File: config.mk
export PLATFORM = sky130hd
export DESIGN_NAME = three_axis_step_interpolator
export DESIGN_NICKNAME = d
export VERILOG_FILES = /design/src/rtl/core/tasi_pkg.sv /design/src/rtl/core/tasi_axis.sv /design/src/rtl/core/tasi_ctrl.sv /design/src/rtl/core/three_axis_step_interpolator.sv
export SDC_FILE = /design/constraint.sdc
export NUM_CORES = 2
export LEC_CHECK = 0
export ABC_AREA = 1
export BUFFER_PORTS_ARGS = -buffer_cell sky130_fd_sc_hd__buf_2
export CORE_MARGIN = 5
export CORE_UTILIZATION = 35
export CTS_CLUSTER_SIZE = 14
export DETAILED_ROUTE_END_ITERATION = 12
export PLACE_DENSITY = 0.59
export SETUP_SLACK_MARGIN = 0.3
export SKIP_CTS_REPAIR_TIMING = 1
export SLEW_MARGIN = 5
export SYNTH_ARGS = -nofsm -noshare
export SYNTH_HDL_FRONTEND = slang
export SYNTH_SLANG_ARGS = --single-unit
File: constraint.sdc
create_clock -name clk -period 9.13 [get_ports clk]
set_input_delay 0.4565 -clock clk [delete_from_list [all_inputs] [get_ports clk]]
set_output_delay 0.4565 -clock clk [all_outputs]
set_load 0.005 [all_outputs]
File: src/rtl/core/tasi_pkg.sv
// Shared types and constants of the three-axis step interpolator.
package tasi_pkg;

  localparam int NUM_AXES  = 3;
  localparam int CMD_W     = 2;
  localparam int CFG_W     = 8;
  localparam int CFG_IDX_W = 1;

  localparam logic [CFG_W-1:0] PULSE_TICKS_RST  = 8'd5;
  localparam logic [CFG_W-1:0] SETTLE_TICKS_RST = 8'd10;

  typedef enum logic [CMD_W-1:0] {
    CMD_TICK = 2'd0,
    CMD_MOVE = 2'd1,
    CMD_STOP = 2'd2,
    CMD_HOME = 2'd3
  } cmd_t;

  typedef enum logic [CFG_IDX_W-1:0] {
    REG_PULSE_TICKS  = 1'b0,
    REG_SETTLE_TICKS = 1'b1
  } cfg_reg_t;

  // Per-axis strobes issued by the sequencer for one accepted word.
  typedef struct packed {
    logic latch;    // load a new move count
    logic clear;    // zero accumulator and pulse hold
    logic iterate;  // run one interpolation iteration
    logic commit;   // add the count to the position
    logic home;     // zero the position
  } axis_ctl_t;

  // Sequencer status after the word, registered with the result.
  typedef struct packed {
    logic busy;
    logic pulse_win;
    logic accepted;
  } ctrl_stat_t;

endpackage

File: src/rtl/core/tasi_axis.sv
// One axis: count latch, DDA accumulator, pulse hold and position.
module tasi_axis
  import tasi_pkg::*;
#(
  parameter int DELTA_WIDTH = 24,
  parameter int POS_WIDTH   = 32
) (
  input  logic                   clk,
  input  logic                   rst_n,
  input  axis_ctl_t              ctl,
  input  logic [DELTA_WIDTH-1:0] in_delta,
  input  logic [DELTA_WIDTH-1:0] largest,
  output logic [DELTA_WIDTH-1:0] in_mag,
  output logic                   dir_nxt,
  output logic                   hold_nxt,
  output logic [POS_WIDTH-1:0]   pos_nxt
);

  localparam int EXT_W = (POS_WIDTH > DELTA_WIDTH) ? POS_WIDTH : DELTA_WIDTH;

  logic [DELTA_WIDTH-1:0] delta_r, delta_nxt;
  logic [DELTA_WIDTH-1:0] acc_r, acc_nxt;
  logic                   hold_r;
  logic [POS_WIDTH-1:0]   pos_r;
  logic [DELTA_WIDTH-1:0] mag;
  logic [DELTA_WIDTH:0]   sum;
  logic signed [EXT_W-1:0] delta_ext;

  // Two's complement magnitude; the most negative count maps to 2^(W-1).
  assign in_mag = in_delta[DELTA_WIDTH-1] ? (~in_delta + 1'b1) : in_delta;
  assign mag    = delta_r[DELTA_WIDTH-1] ? (~delta_r + 1'b1) : delta_r;
  assign sum    = {1'b0, acc_r} + {1'b0, mag};
  assign delta_ext = EXT_W'($signed(delta_r));

  always_comb begin
    delta_nxt = ctl.latch ? in_delta : delta_r;
    acc_nxt   = acc_r;
    hold_nxt  = hold_r;
    pos_nxt   = pos_r;
    if (ctl.clear) begin
      acc_nxt  = '0;
      hold_nxt = 1'b0;
    end else if (ctl.iterate) begin
      if (sum >= {1'b0, largest}) begin
        acc_nxt  = DELTA_WIDTH'(sum - {1'b0, largest});
        hold_nxt = 1'b1;
      end else begin
        acc_nxt  = DELTA_WIDTH'(sum);
        hold_nxt = 1'b0;
      end
    end
    if (ctl.home) begin
      pos_nxt = '0;
    end else if (ctl.commit) begin
      pos_nxt = pos_r + delta_ext[POS_WIDTH-1:0];
    end
  end

  assign dir_nxt = ~delta_nxt[DELTA_WIDTH-1];

  always_ff @(posedge clk) begin
    if (!rst_n) begin
      delta_r <= '0;
      acc_r   <= '0;
      hold_r  <= 1'b0;
      pos_r   <= '0;
    end else begin
      delta_r <= delta_nxt;
      acc_r   <= acc_nxt;
      hold_r  <= hold_nxt;
      pos_r   <= pos_nxt;
    end
  end

endmodule

File: src/rtl/core/tasi_ctrl.sv
// Move sequencer: phase, a shared settle/period tick counter, iteration count.
module tasi_ctrl
  import tasi_pkg::*;
#(
  parameter int DELTA_WIDTH  = 24,
  parameter int PERIOD_WIDTH = 16
) (
  input  logic                                  clk,
  input  logic                                  rst_n,
  input  logic                                  fire,
  input  cmd_t                                  cmd,
  input  logic [NUM_AXES-1:0][DELTA_WIDTH-1:0]  mags,
  input  logic [PERIOD_WIDTH-1:0]               in_period,
  input  logic [CFG_W-1:0]                      pulse_ticks,
  input  logic [CFG_W-1:0]                      settle_ticks,
  output axis_ctl_t                             ctl,
  output logic [DELTA_WIDTH-1:0]                largest,
  output ctrl_stat_t                            stat
);

  // The raised period can reach 2^CFG_W, so the tick counter is at least CFG_W+1 wide.
  localparam int TW = (PERIOD_WIDTH > CFG_W + 1) ? PERIOD_WIDTH : CFG_W + 1;

  typedef enum logic [2:0] {
    PH_IDLE   = 3'b001,
    PH_SETTLE = 3'b010,
    PH_RUN    = 3'b100
  } phase_t;

  phase_t                 phase_r, phase_nxt;
  logic [TW-1:0]          tick_r, tick_nxt;
  logic [TW-1:0]          period_r, period_nxt;
  logic [DELTA_WIDTH-1:0] iter_r, iter_nxt;
  logic [DELTA_WIDTH-1:0] largest_r, largest_nxt;
  logic [DELTA_WIDTH-1:0] big;
  logic [TW-1:0]          period_min, period_in;
  logic                   do_iter;

  always_comb begin
    big = mags[0];
    for (int k = 1; k < NUM_AXES; k++) begin
      if (mags[k] > big) big = mags[k];
    end
  end

  assign period_min = TW'(pulse_ticks) + 1'b1;
  assign period_in  = TW'(in_period);

  always_comb begin
    phase_nxt    = phase_r;
    tick_nxt     = tick_r;
    period_nxt   = period_r;
    iter_nxt     = iter_r;
    largest_nxt  = largest_r;
    ctl          = '0;
    stat         = '0;
    do_iter      = 1'b0;
    if (fire) begin
      unique case (cmd)
        CMD_MOVE: begin
          if (phase_r == PH_IDLE) begin
            ctl.latch = 1'b1;
            if (big != '0) begin
              largest_nxt   = big;
              iter_nxt      = big;
              period_nxt    = (period_in < period_min) ? period_min : period_in;
              ctl.clear     = 1'b1;
              tick_nxt      = TW'(settle_ticks);
              phase_nxt     = PH_SETTLE;
              stat.accepted = 1'b1;
            end
          end
        end
        CMD_STOP: begin
          if (phase_r != PH_IDLE) begin
            ctl.clear = 1'b1;
            phase_nxt = PH_IDLE;
            tick_nxt  = '0;
            iter_nxt  = '0;
          end
        end
        CMD_HOME: begin
          ctl.home      = 1'b1;
          stat.accepted = 1'b1;
        end
        CMD_TICK: begin
          unique case (phase_r)
            PH_SETTLE: begin
              if (tick_r == '0) do_iter = 1'b1;
              else tick_nxt = tick_r - 1'b1;
            end
            PH_RUN: begin
              if (tick_r >= period_r) begin
                if (iter_r == '0) begin
                  ctl.commit = 1'b1;
                  ctl.clear  = 1'b1;
                  phase_nxt  = PH_IDLE;
                  tick_nxt   = '0;
                  iter_nxt   = '0;
                end else begin
                  do_iter = 1'b1;
                end
              end else begin
                tick_nxt = tick_r + 1'b1;
              end
            end
            default: ;
          endcase
        end
      endcase
    end
    if (do_iter) begin
      ctl.iterate = 1'b1;
      phase_nxt   = PH_RUN;
      tick_nxt    = TW'(1);
      if (iter_r != '0) iter_nxt = iter_r - 1'b1;
    end
    stat.busy      = (phase_nxt != PH_IDLE);
    stat.pulse_win = (phase_nxt == PH_RUN) && (tick_nxt <= TW'(pulse_ticks));
  end

  assign largest = largest_r;

  always_ff @(posedge clk) begin
    if (!rst_n) begin
      phase_r   <= PH_IDLE;
      tick_r    <= '0;
      period_r  <= '0;
      iter_r    <= '0;
      largest_r <= '0;
    end else begin
      phase_r   <= phase_nxt;
      tick_r    <= tick_nxt;
      period_r  <= period_nxt;
      iter_r    <= iter_nxt;
      largest_r <= largest_nxt;
    end
  end

endmodule

File: src/rtl/core/three_axis_step_interpolator.sv
// Three-axis step interpolator: stream channels, config registers, result register.
//
// Usage:
//   Input words (in_*) carry a command in in_tuser (tick, move, stop, home)
//   and the move operands in in_tdata. Only tick words advance time: drive
//   one tick word per timebase tick. Every accepted word yields exactly one
//   result word (out_*) with step levels, directions, enable, busy, the
//   accepted flag and the three completed positions.
//   The result of a word accepted at a clock edge is registered and presented
//   from the next cycle. Throughput is one word per cycle while the receiver
//   takes each result, as the state update feeds the result register directly.
//   When the receiver stalls, the result word holds and in_tready drops
//   until it is taken; a new word is accepted in the same cycle the pending
//   result is taken.
//   Configuration writes (cfg_*) are always ready: index 0 pulse_ticks,
//   index 1 settle_ticks. Write them only while no move is running.
//   Reset (rst_n low, synchronous) returns the block to idle with zero
//   positions, all directions positive, pulse 5 ticks and settle 10 ticks.
module three_axis_step_interpolator
  import tasi_pkg::*;
#(
  parameter int POS_WIDTH    = 32,
  parameter int DELTA_WIDTH  = 24,
  parameter int PERIOD_WIDTH = 16
) (
  input  logic                    clk,
  input  logic                    rst_n,
  // in_tdata, low bit up: move_a, move_b, move_c, period_ticks, zero fill
  input  logic [((3*DELTA_WIDTH+PERIOD_WIDTH+7)/8)*8-1:0] in_tdata,
  // in_tuser, low bit up: cmd
  input  logic [CMD_W-1:0]        in_tuser,
  input  logic                    in_tvalid,
  output logic                    in_tready,
  // out_tdata, low bit up: pulse_a, pulse_b, pulse_c, dir_a, dir_b, dir_c,
  // drive_enable, busy_res, accepted, pos_a, pos_b, pos_c, zero fill
  output logic [((9+3*POS_WIDTH+7)/8)*8-1:0] out_tdata,
  output logic                    out_tvalid,
  input  logic                    out_tready,
  input  logic                    cfg_valid,
  output logic                    cfg_ready,
  input  logic [CFG_IDX_W-1:0]    cfg_index,
  input  logic [CFG_W-1:0]        cfg_data
);

  localparam int OUT_B  = 9 + 3*POS_WIDTH;
  localparam int OUT_W  = ((OUT_B + 7) / 8) * 8;
  localparam int PER_LO = 3*DELTA_WIDTH;

  logic                                 in_fire;
  logic                                 out_tvalid_r;
  logic [OUT_W-1:0]                     out_tdata_r;
  logic [CFG_W-1:0]                     pulse_ticks_r;
  logic [CFG_W-1:0]                     settle_ticks_r;
  axis_ctl_t                            ctl;
  ctrl_stat_t                           stat;
  logic [DELTA_WIDTH-1:0]               largest;
  logic [NUM_AXES-1:0][DELTA_WIDTH-1:0] mags;
  logic [NUM_AXES-1:0]                  dir_nxt;
  logic [NUM_AXES-1:0]                  hold_nxt;
  logic [NUM_AXES-1:0][POS_WIDTH-1:0]   pos_nxt;
  logic [OUT_B-1:0]                     result;

  // Accept whenever the result register is free or being emptied.
  assign in_tready = !out_tvalid_r || out_tready;
  assign in_fire   = in_tvalid && in_tready;
  assign cfg_ready = 1'b1;

  // Hold the two timing registers; write them only while idle.
  always_ff @(posedge clk) begin
    if (!rst_n) begin
      pulse_ticks_r  <= PULSE_TICKS_RST;
      settle_ticks_r <= SETTLE_TICKS_RST;
    end else if (cfg_valid && cfg_ready) begin
      if (cfg_index == REG_PULSE_TICKS) pulse_ticks_r <= cfg_data;
      else settle_ticks_r <= cfg_data;
    end
  end

  tasi_ctrl #(
    .DELTA_WIDTH  (DELTA_WIDTH),
    .PERIOD_WIDTH (PERIOD_WIDTH)
  ) u_ctrl (
    .clk          (clk),
    .rst_n        (rst_n),
    .fire         (in_fire),
    .cmd          (cmd_t'(in_tuser)),
    .mags         (mags),
    .in_period    (in_tdata[PER_LO +: PERIOD_WIDTH]),
    .pulse_ticks  (pulse_ticks_r),
    .settle_ticks (settle_ticks_r),
    .ctl          (ctl),
    .largest      (largest),
    .stat         (stat)
  );

  // One DDA lane per axis; all lanes share the sequencer strobes.
  for (genvar k = 0; k < NUM_AXES; k++) begin : g_axis
    tasi_axis #(
      .DELTA_WIDTH (DELTA_WIDTH),
      .POS_WIDTH   (POS_WIDTH)
    ) u_axis (
      .clk      (clk),
      .rst_n    (rst_n),
      .ctl      (ctl),
      .in_delta (in_tdata[k*DELTA_WIDTH +: DELTA_WIDTH]),
      .largest  (largest),
      .in_mag   (mags[k]),
      .dir_nxt  (dir_nxt[k]),
      .hold_nxt (hold_nxt[k]),
      .pos_nxt  (pos_nxt[k])
    );
  end

  // Pack the post-word state; a step level shows only inside the pulse window.
  assign result = {pos_nxt[2], pos_nxt[1], pos_nxt[0], stat.accepted, stat.busy,
                   stat.busy, dir_nxt, hold_nxt & {NUM_AXES{stat.pulse_win}}};

  // Load the result on accept, drop valid once the receiver takes it.
  always_ff @(posedge clk) begin
    if (!rst_n) begin
      out_tvalid_r <= 1'b0;
    end else if (in_fire) begin
      out_tvalid_r <= 1'b1;
    end else if (out_tready) begin
      out_tvalid_r <= 1'b0;
    end
  end

  always_ff @(posedge clk) begin
    if (in_fire) out_tdata_r <= OUT_W'(result);
  end

  assign out_tvalid = out_tvalid_r;
  assign out_tdata  = out_tdata_r;

`ifndef SYNTHESIS
  // An accepted word always leaves a result waiting in the next cycle.
  a_fire_gives_result: assert property (@(posedge clk) disable iff (!rst_n)
    in_fire |=> out_tvalid_r)
    else $error("accepted word produced no result");

  // A visible step pulse only occurs while the move is busy and enabled.
  a_pulse_needs_busy: assert property (@(posedge clk) disable iff (!rst_n)
    (out_tvalid_r && (out_tdata_r[2:0] != 3'b000)) |-> (out_tdata_r[7] && out_tdata_r[6]))
    else $error("step pulse outside a move");

  // Iteration and clearing of the lanes never coincide.
  a_iter_clear_excl: assert property (@(posedge clk) disable iff (!rst_n)
    !(ctl.iterate && ctl.clear))
    else $error("iterate and clear strobes together");
`endif

endmodule

==> run_results.csv <==
group,metric,value,unit
status,status,"completed",
sta,final-max-slew-violation-count,0,
synthesis,yosysWarningCount,0,
worst_setup_path,crit_path_top_delay_cell,"sky130_fd_sc_hd__ha_1",
power,power_leakage,17.71,nW
global_route,overflow,0,
sta,setup_viol,0,
finish,number_of_fillers_in_the_final_layout,10310,
worst_setup_path,startpoint_to_endpoint_class_of_the_critical_path,"in -> reg",
detailed_routing,first_iter_violations,2848,
floorplan,design.die.area,0.1046,mm^2
power,power_density,163.3,mW/mm^2
synthesis,synth.avg_cell_area,7.145,um^2
sta,fin_tns_setup,0,ps
worst_setup_path,worst_path_largest_cell_delay,310,ps
synthesis,sequential_area_share_after_synthesis,29.05,%
worst_setup_path,worst-path-buf-inv,7,
floorplan,dieHeight,323.4,um
worst_setup_path,end_kind,"flop",
detailed_routing,average_wire_per_standard_cell,19.68,um
worst_setup_path,regToRegStartpoint,"g_axis[0].u_axis.delta_r[0]$_SDFFE_PN0P_",
sta,fmax,0.1266,GHz
detailed_routing,drt_first_pass_iters,6,
floorplan,num_io_pins,219,
finish,final_net_count,5370,
synthesis,postSynthCellCount,4813,
min_path,hold_path_class,"in -> reg",
sta,timing.clock.skew,34.45,ps
floorplan,start_util,35.09,%
sta,grt_setup_unrepaired,"false",
detailed_routing,route.antenna.remaining_nets,0,
global_route,grt_antenna_before_repair,8,
synthesis,synth_async_sr_flop_share,0,%
clock_network,htreeDepth,2,
synthesis,synth_enable_flop_cells,104,
worst_setup_path,arrival,8400,ps
sta,min_period_over_period,86.55,%
clock_network,clock_tree_sinks,447,
detailed_routing,wl,123.3,mm
worst_setup_path,worstReg2RegEnd,"g_axis[0].u_axis.acc_r[18]$_SDFFE_PP0P_",
placed_design,detailedPlacementHpwl,95.67,mm
placed_design,port-buffer-count,210,
finish,area_delta_synth_final,11.79,%
worst_setup_path,reg2regPathDepth,31,
global_route,first_global_vias,31000,
sta,hold_viol_final,0,
floorplan,fp-row-count,115,
worst_setup_path,critPathRequiredTime,9630,ps
min_path,min_to,"settle_ticks_r[1]$_SDFFE_PN1P_",
worst_setup_path,crit_top_cell,"sky130_fd_sc_hd__nand2_1",
clock_network,cts_max_path_buffers,3,
global_route,grtUsageTotal,22.74,%
clock_network,tritoncts_clock_tree,"built",
floorplan,die_w,323.4,um
global_route,grt_first_pass_wirelength,186.0,mm
sta,maxSlewHeadroom,15.61,%
clock_network,cell_at_the_root_of_the_clock_tree,"sky130_fd_sc_hd__clkbuf_16",
synthesis,synth-main-ff-cell,"sky130_fd_sc_hd__dfxtp_1",
clock_network,clk_transition_reported_paths,60,ps
power,post_layout_total_power,6.276,mW
finish,final_layout_size_suffix_gt1_share,8.804,%
global_route,grt_start_max_net_pins,84,
detailed_routing,vias_per_cell,5.335,
floorplan,core_box_area,0.09799,mm^2
flow_run,max-cap-violations,0,
synthesis,post_synthesis_instance_area,0.03439,mm^2
min_path,hold_path_startpoint,"cfg_data[1]",
placed_design,gpl.final_weighted_congestion,0.9485,
power,vdd_ir_drop_max,0.1312,mV
worst_setup_path,startpoint_type,"input port",
detailed_routing,detailroute.via_count,33430,
worst_setup_path,worst_path_dominant_cell_family,"simple AND/OR/NAND/NOR gates",
synthesis,synth.lib_cells_used.distinct,62,
synthesis,synth_seq_cells,447,
clock_network,worstSkewPairLatency,650,ps
clock_network,tritoncts.num_buffers,51,
sta,timing_worst_slew_pin_value,1261,ps
detailed_routing,post-route-drc-count,0,
worst_setup_path,worst-r2r-setup-slack,1660,ps
min_path,min_path_cells,3,
worst_setup_path,critical_path_maximum_fanout,25,
sta,finalCriticalPeriod,7902,ps
sequential cells by signal, summed over array words and instances, names as in the netlist:
register / flops
pulse_ticks_r: 8
out_tdata: 104
u_ctrl.tick_r: 16
u_ctrl.iter_r: 24
g_axis.u_axis.acc_r: 72
settle_ticks_r: 8
u_ctrl.period_r: 16
u_ctrl.largest: 24
g_axis.u_axis.delta_r: 72
g_axis.u_axis.hold_r: 3
g_axis.u_axis.pos_r: 96
u_ctrl.phase_r: 3
out_tvalid: 1
worst reg2reg max path: cells and delay by family (launching register included):
| family | cells | cell delay, ps |
|---|---|---|
| DFF | 1 | 670 |
| adders and majority gates | 3 | 1110 |
| xor gates and xnor gates | 1 | 310 |
| AOI/OAI and AO/OA | 14 | 3130 |
| and+or+nand+nor | 8 | 1350 |
| buffers and inverters | 5 | 820 |
Yosys cell counts (5+ instances only):
| cell type | number | area, um^2 |
|---|---|---|
| sky130_fd_sc_hd__a31oi_1 | 49 | 306.5 |
| sky130_fd_sc_hd__ha_1 | 325 | 4066 |
| sky130_fd_sc_hd__nor4_2 | 5 | 62.56 |
| sky130_fd_sc_hd__a221oi_1 | 5 | 43.79 |
| sky130_fd_sc_hd__nand2_4 | 5 | 56.30 |
| sky130_fd_sc_hd__nand3b_1 | 23 | 172.7 |
| sky130_fd_sc_hd__buf_6 | 9 | 101.4 |
| sky130_fd_sc_hd__nor3_1 | 136 | 680.7 |
| sky130_fd_sc_hd__nor3b_1 | 6 | 45.04 |
| sky130_fd_sc_hd__dfxtp_1 | 343 | 6867 |
| sky130_fd_sc_hd__nand3_1 | 166 | 830.8 |
| sky130_fd_sc_hd__clkinv_1 | 7 | 26.28 |
| sky130_fd_sc_hd__o311ai_0 | 9 | 78.83 |
| sky130_fd_sc_hd__a211oi_1 | 31 | 232.7 |
| sky130_fd_sc_hd__o21ai_0 | 363 | 1817 |
| sky130_fd_sc_hd__and2_1 | 24 | 150.1 |
| sky130_fd_sc_hd__edfxtp_1 | 104 | 3123 |
| sky130_fd_sc_hd__a21oi_1 | 539 | 2698 |
| sky130_fd_sc_hd__buf_4 | 11 | 82.58 |
| sky130_fd_sc_hd__o21a_1 | 16 | 120.1 |
| sky130_fd_sc_hd__nor4_1 | 65 | 406.6 |
| sky130_fd_sc_hd__o21ai_1 | 16 | 80.08 |
| sky130_fd_sc_hd__o31ai_1 | 13 | 97.59 |
| sky130_fd_sc_hd__nand2_1 | 862 | 3236 |
| sky130_fd_sc_hd__nor2_1 | 468 | 1757 |
| sky130_fd_sc_hd__o22ai_1 | 7 | 43.79 |
| sky130_fd_sc_hd__inv_2 | 12 | 45.04 |
| sky130_fd_sc_hd__buf_2 | 7 | 35.03 |
| sky130_fd_sc_hd__a21boi_0 | 13 | 97.59 |
| sky130_fd_sc_hd__inv_1 | 455 | 1708 |
| sky130_fd_sc_hd__buf_1 | 12 | 45.04 |
| sky130_fd_sc_hd__o221ai_1 | 7 | 61.31 |
| sky130_fd_sc_hd__fa_1 | 9 | 180.2 |
| sky130_fd_sc_hd__a21boi_1 | 5 | 37.54 |
| sky130_fd_sc_hd__xnor2_1 | 126 | 1104 |
| sky130_fd_sc_hd__o211ai_1 | 36 | 270.3 |
| sky130_fd_sc_hd__o21bai_1 | 11 | 82.58 |
| sky130_fd_sc_hd__nand4_1 | 35 | 219.0 |
| sky130_fd_sc_hd__a21oi_2 | 7 | 61.31 |
| sky130_fd_sc_hd__a21o_1 | 5 | 37.54 |
| sky130_fd_sc_hd__xor2_1 | 231 | 2023 |
| sky130_fd_sc_hd__or2_2 | 55 | 344.1 |
| sky130_fd_sc_hd__clkbuf_1 | 143 | 536.8 |
cell families after synthesis:
group           count (synthesis)  synth area share (%)
flops                         447                 29.05
fa+ha+maj                     334                 12.35
simple gates                 1863                 23.45
xor+xnor                      357                 9.093
compound gates               1154                 18.53
other cells                     2               0.02184
buf+inv                       656                 7.503
how the worst max path moves through the flow:
| stage | from | end | slack (ps) | cells past startpoint |
|---|---|---|---|---|
| 4_1_cts | in_tdata[1] | out_tdata[0]$_DFFE_PP_ | 870 | 54 |
| 3_5_place_dp | in_tdata[1] | out_tdata[0]$_DFFE_PP_ | 230 | 54 |
| 6_report | in_tdata[1] | out_tdata[0]$_DFFE_PP_ | 1230 | 54 |
| 3_3_place_gp | in_tdata[1] | out_tdata[1]$_DFFE_PP_ | 350 | 56 |
| 2_1_floorplan | in_tdata[1] | out_tdata[1]$_DFFE_PP_ | 2350 | 56 |
| 5_1_grt | in_tdata[1] | out_tdata[0]$_DFFE_PP_ | 340 | 54 |
routing by layer:
metal  routed length (um)  vias up  part of all wire, %  global-route usage [%]
met4                 4463        4                  3.6                   7.363
met3                 8965      198                  7.3                   3.535
li1                     -    16570                    -                       -
met5                   23        -                0.019                       0
met1                55620    15530                   45                   31.50
met2                54250     1126                   44                   36.40
cell usage in the layout (no fill, tap or decap), types with 8 or more instances in the layout:
| master | n |
|---|---|
| sky130_fd_sc_hd__clkbuf_16 | 55 |
| sky130_fd_sc_hd__nand3b_1 | 23 |
| sky130_fd_sc_hd__conb_1 | 8 |
| sky130_fd_sc_hd__nand4_1 | 35 |
| sky130_fd_sc_hd__dfxtp_1 | 343 |
| sky130_fd_sc_hd__nand2_1 | 859 |
| sky130_fd_sc_hd__o311ai_0 | 9 |
| sky130_fd_sc_hd__nor2_1 | 464 |
| sky130_fd_sc_hd__a21boi_0 | 13 |
| sky130_fd_sc_hd__xnor2_1 | 126 |
| sky130_fd_sc_hd__ha_1 | 325 |
| sky130_fd_sc_hd__inv_1 | 452 |
| sky130_fd_sc_hd__clkbuf_1 | 8 |
| sky130_fd_sc_hd__inv_2 | 12 |
| sky130_fd_sc_hd__buf_2 | 209 |
| sky130_fd_sc_hd__or2_2 | 55 |
| sky130_fd_sc_hd__a31oi_1 | 49 |
| sky130_fd_sc_hd__buf_4 | 32 |
| sky130_fd_sc_hd__a21oi_1 | 539 |
| sky130_fd_sc_hd__fa_1 | 9 |
| sky130_fd_sc_hd__nor3_1 | 136 |
| sky130_fd_sc_hd__nor4_1 | 65 |
| sky130_fd_sc_hd__xor2_1 | 231 |
| sky130_fd_sc_hd__o21ai_1 | 16 |
| sky130_fd_sc_hd__o21bai_1 | 11 |
| sky130_fd_sc_hd__o31ai_1 | 13 |
| sky130_fd_sc_hd__o21a_1 | 16 |
| sky130_fd_sc_hd__o21ai_0 | 363 |
| sky130_fd_sc_hd__edfxtp_1 | 104 |
| sky130_fd_sc_hd__a211oi_1 | 31 |
| sky130_fd_sc_hd__nand3_1 | 166 |
| sky130_fd_sc_hd__and2_1 | 24 |
| sky130_fd_sc_hd__clkinv_1 | 8 |
| sky130_fd_sc_hd__o211ai_1 | 36 |
where the power goes:
part,switching (mW),internal [mW],total [mW],leakage (nW)
combinational,1.22,0.610,1.83,13.0
sequential,0.0941,2.09,2.18,3.83
clock,0.947,1.32,2.27,0.889
final cells by class:
class / count / area, um^2 / share of cell area (%)
antenna: 4 / 10.01 / 0.02604
clock inverter: 28 / 366.6 / 0.9537
timing repair buffer: 242 / 1306 / 3.398
tap: 1287 / 1610 / 4.189
clock buffer: 68 / 1475 / 3.837
inverter: 474 / 1787 / 4.648
multi-input combinational: 3716 / 21900 / 56.96
sequential: 447 / 9990 / 25.99
through the flow:
| step | hold slack, ps | cells | instance area (um^2) | worst slack (ps) | util (%) |
|---|---|---|---|---|---|
| after floorplan | 435.3 | 4819 | 34410 | 2349 | - |
| after global routing | 52.98 | 6262 | 38430 | 339.7 | 39.22 |
| after CTS | 23.30 | 6262 | 38400 | 871.7 | 39.19 |
| after global placement | 453.6 | 6166 | 36560 | 347.8 | 37.31 |
| after detailed placement | 456.3 | 6166 | 36560 | 229.7 | 37.31 |
| final | 55.63 | 6266 | 38440 | 1228 | 39.23 |
No activity file was read; power rests on OpenSTA's default activity.
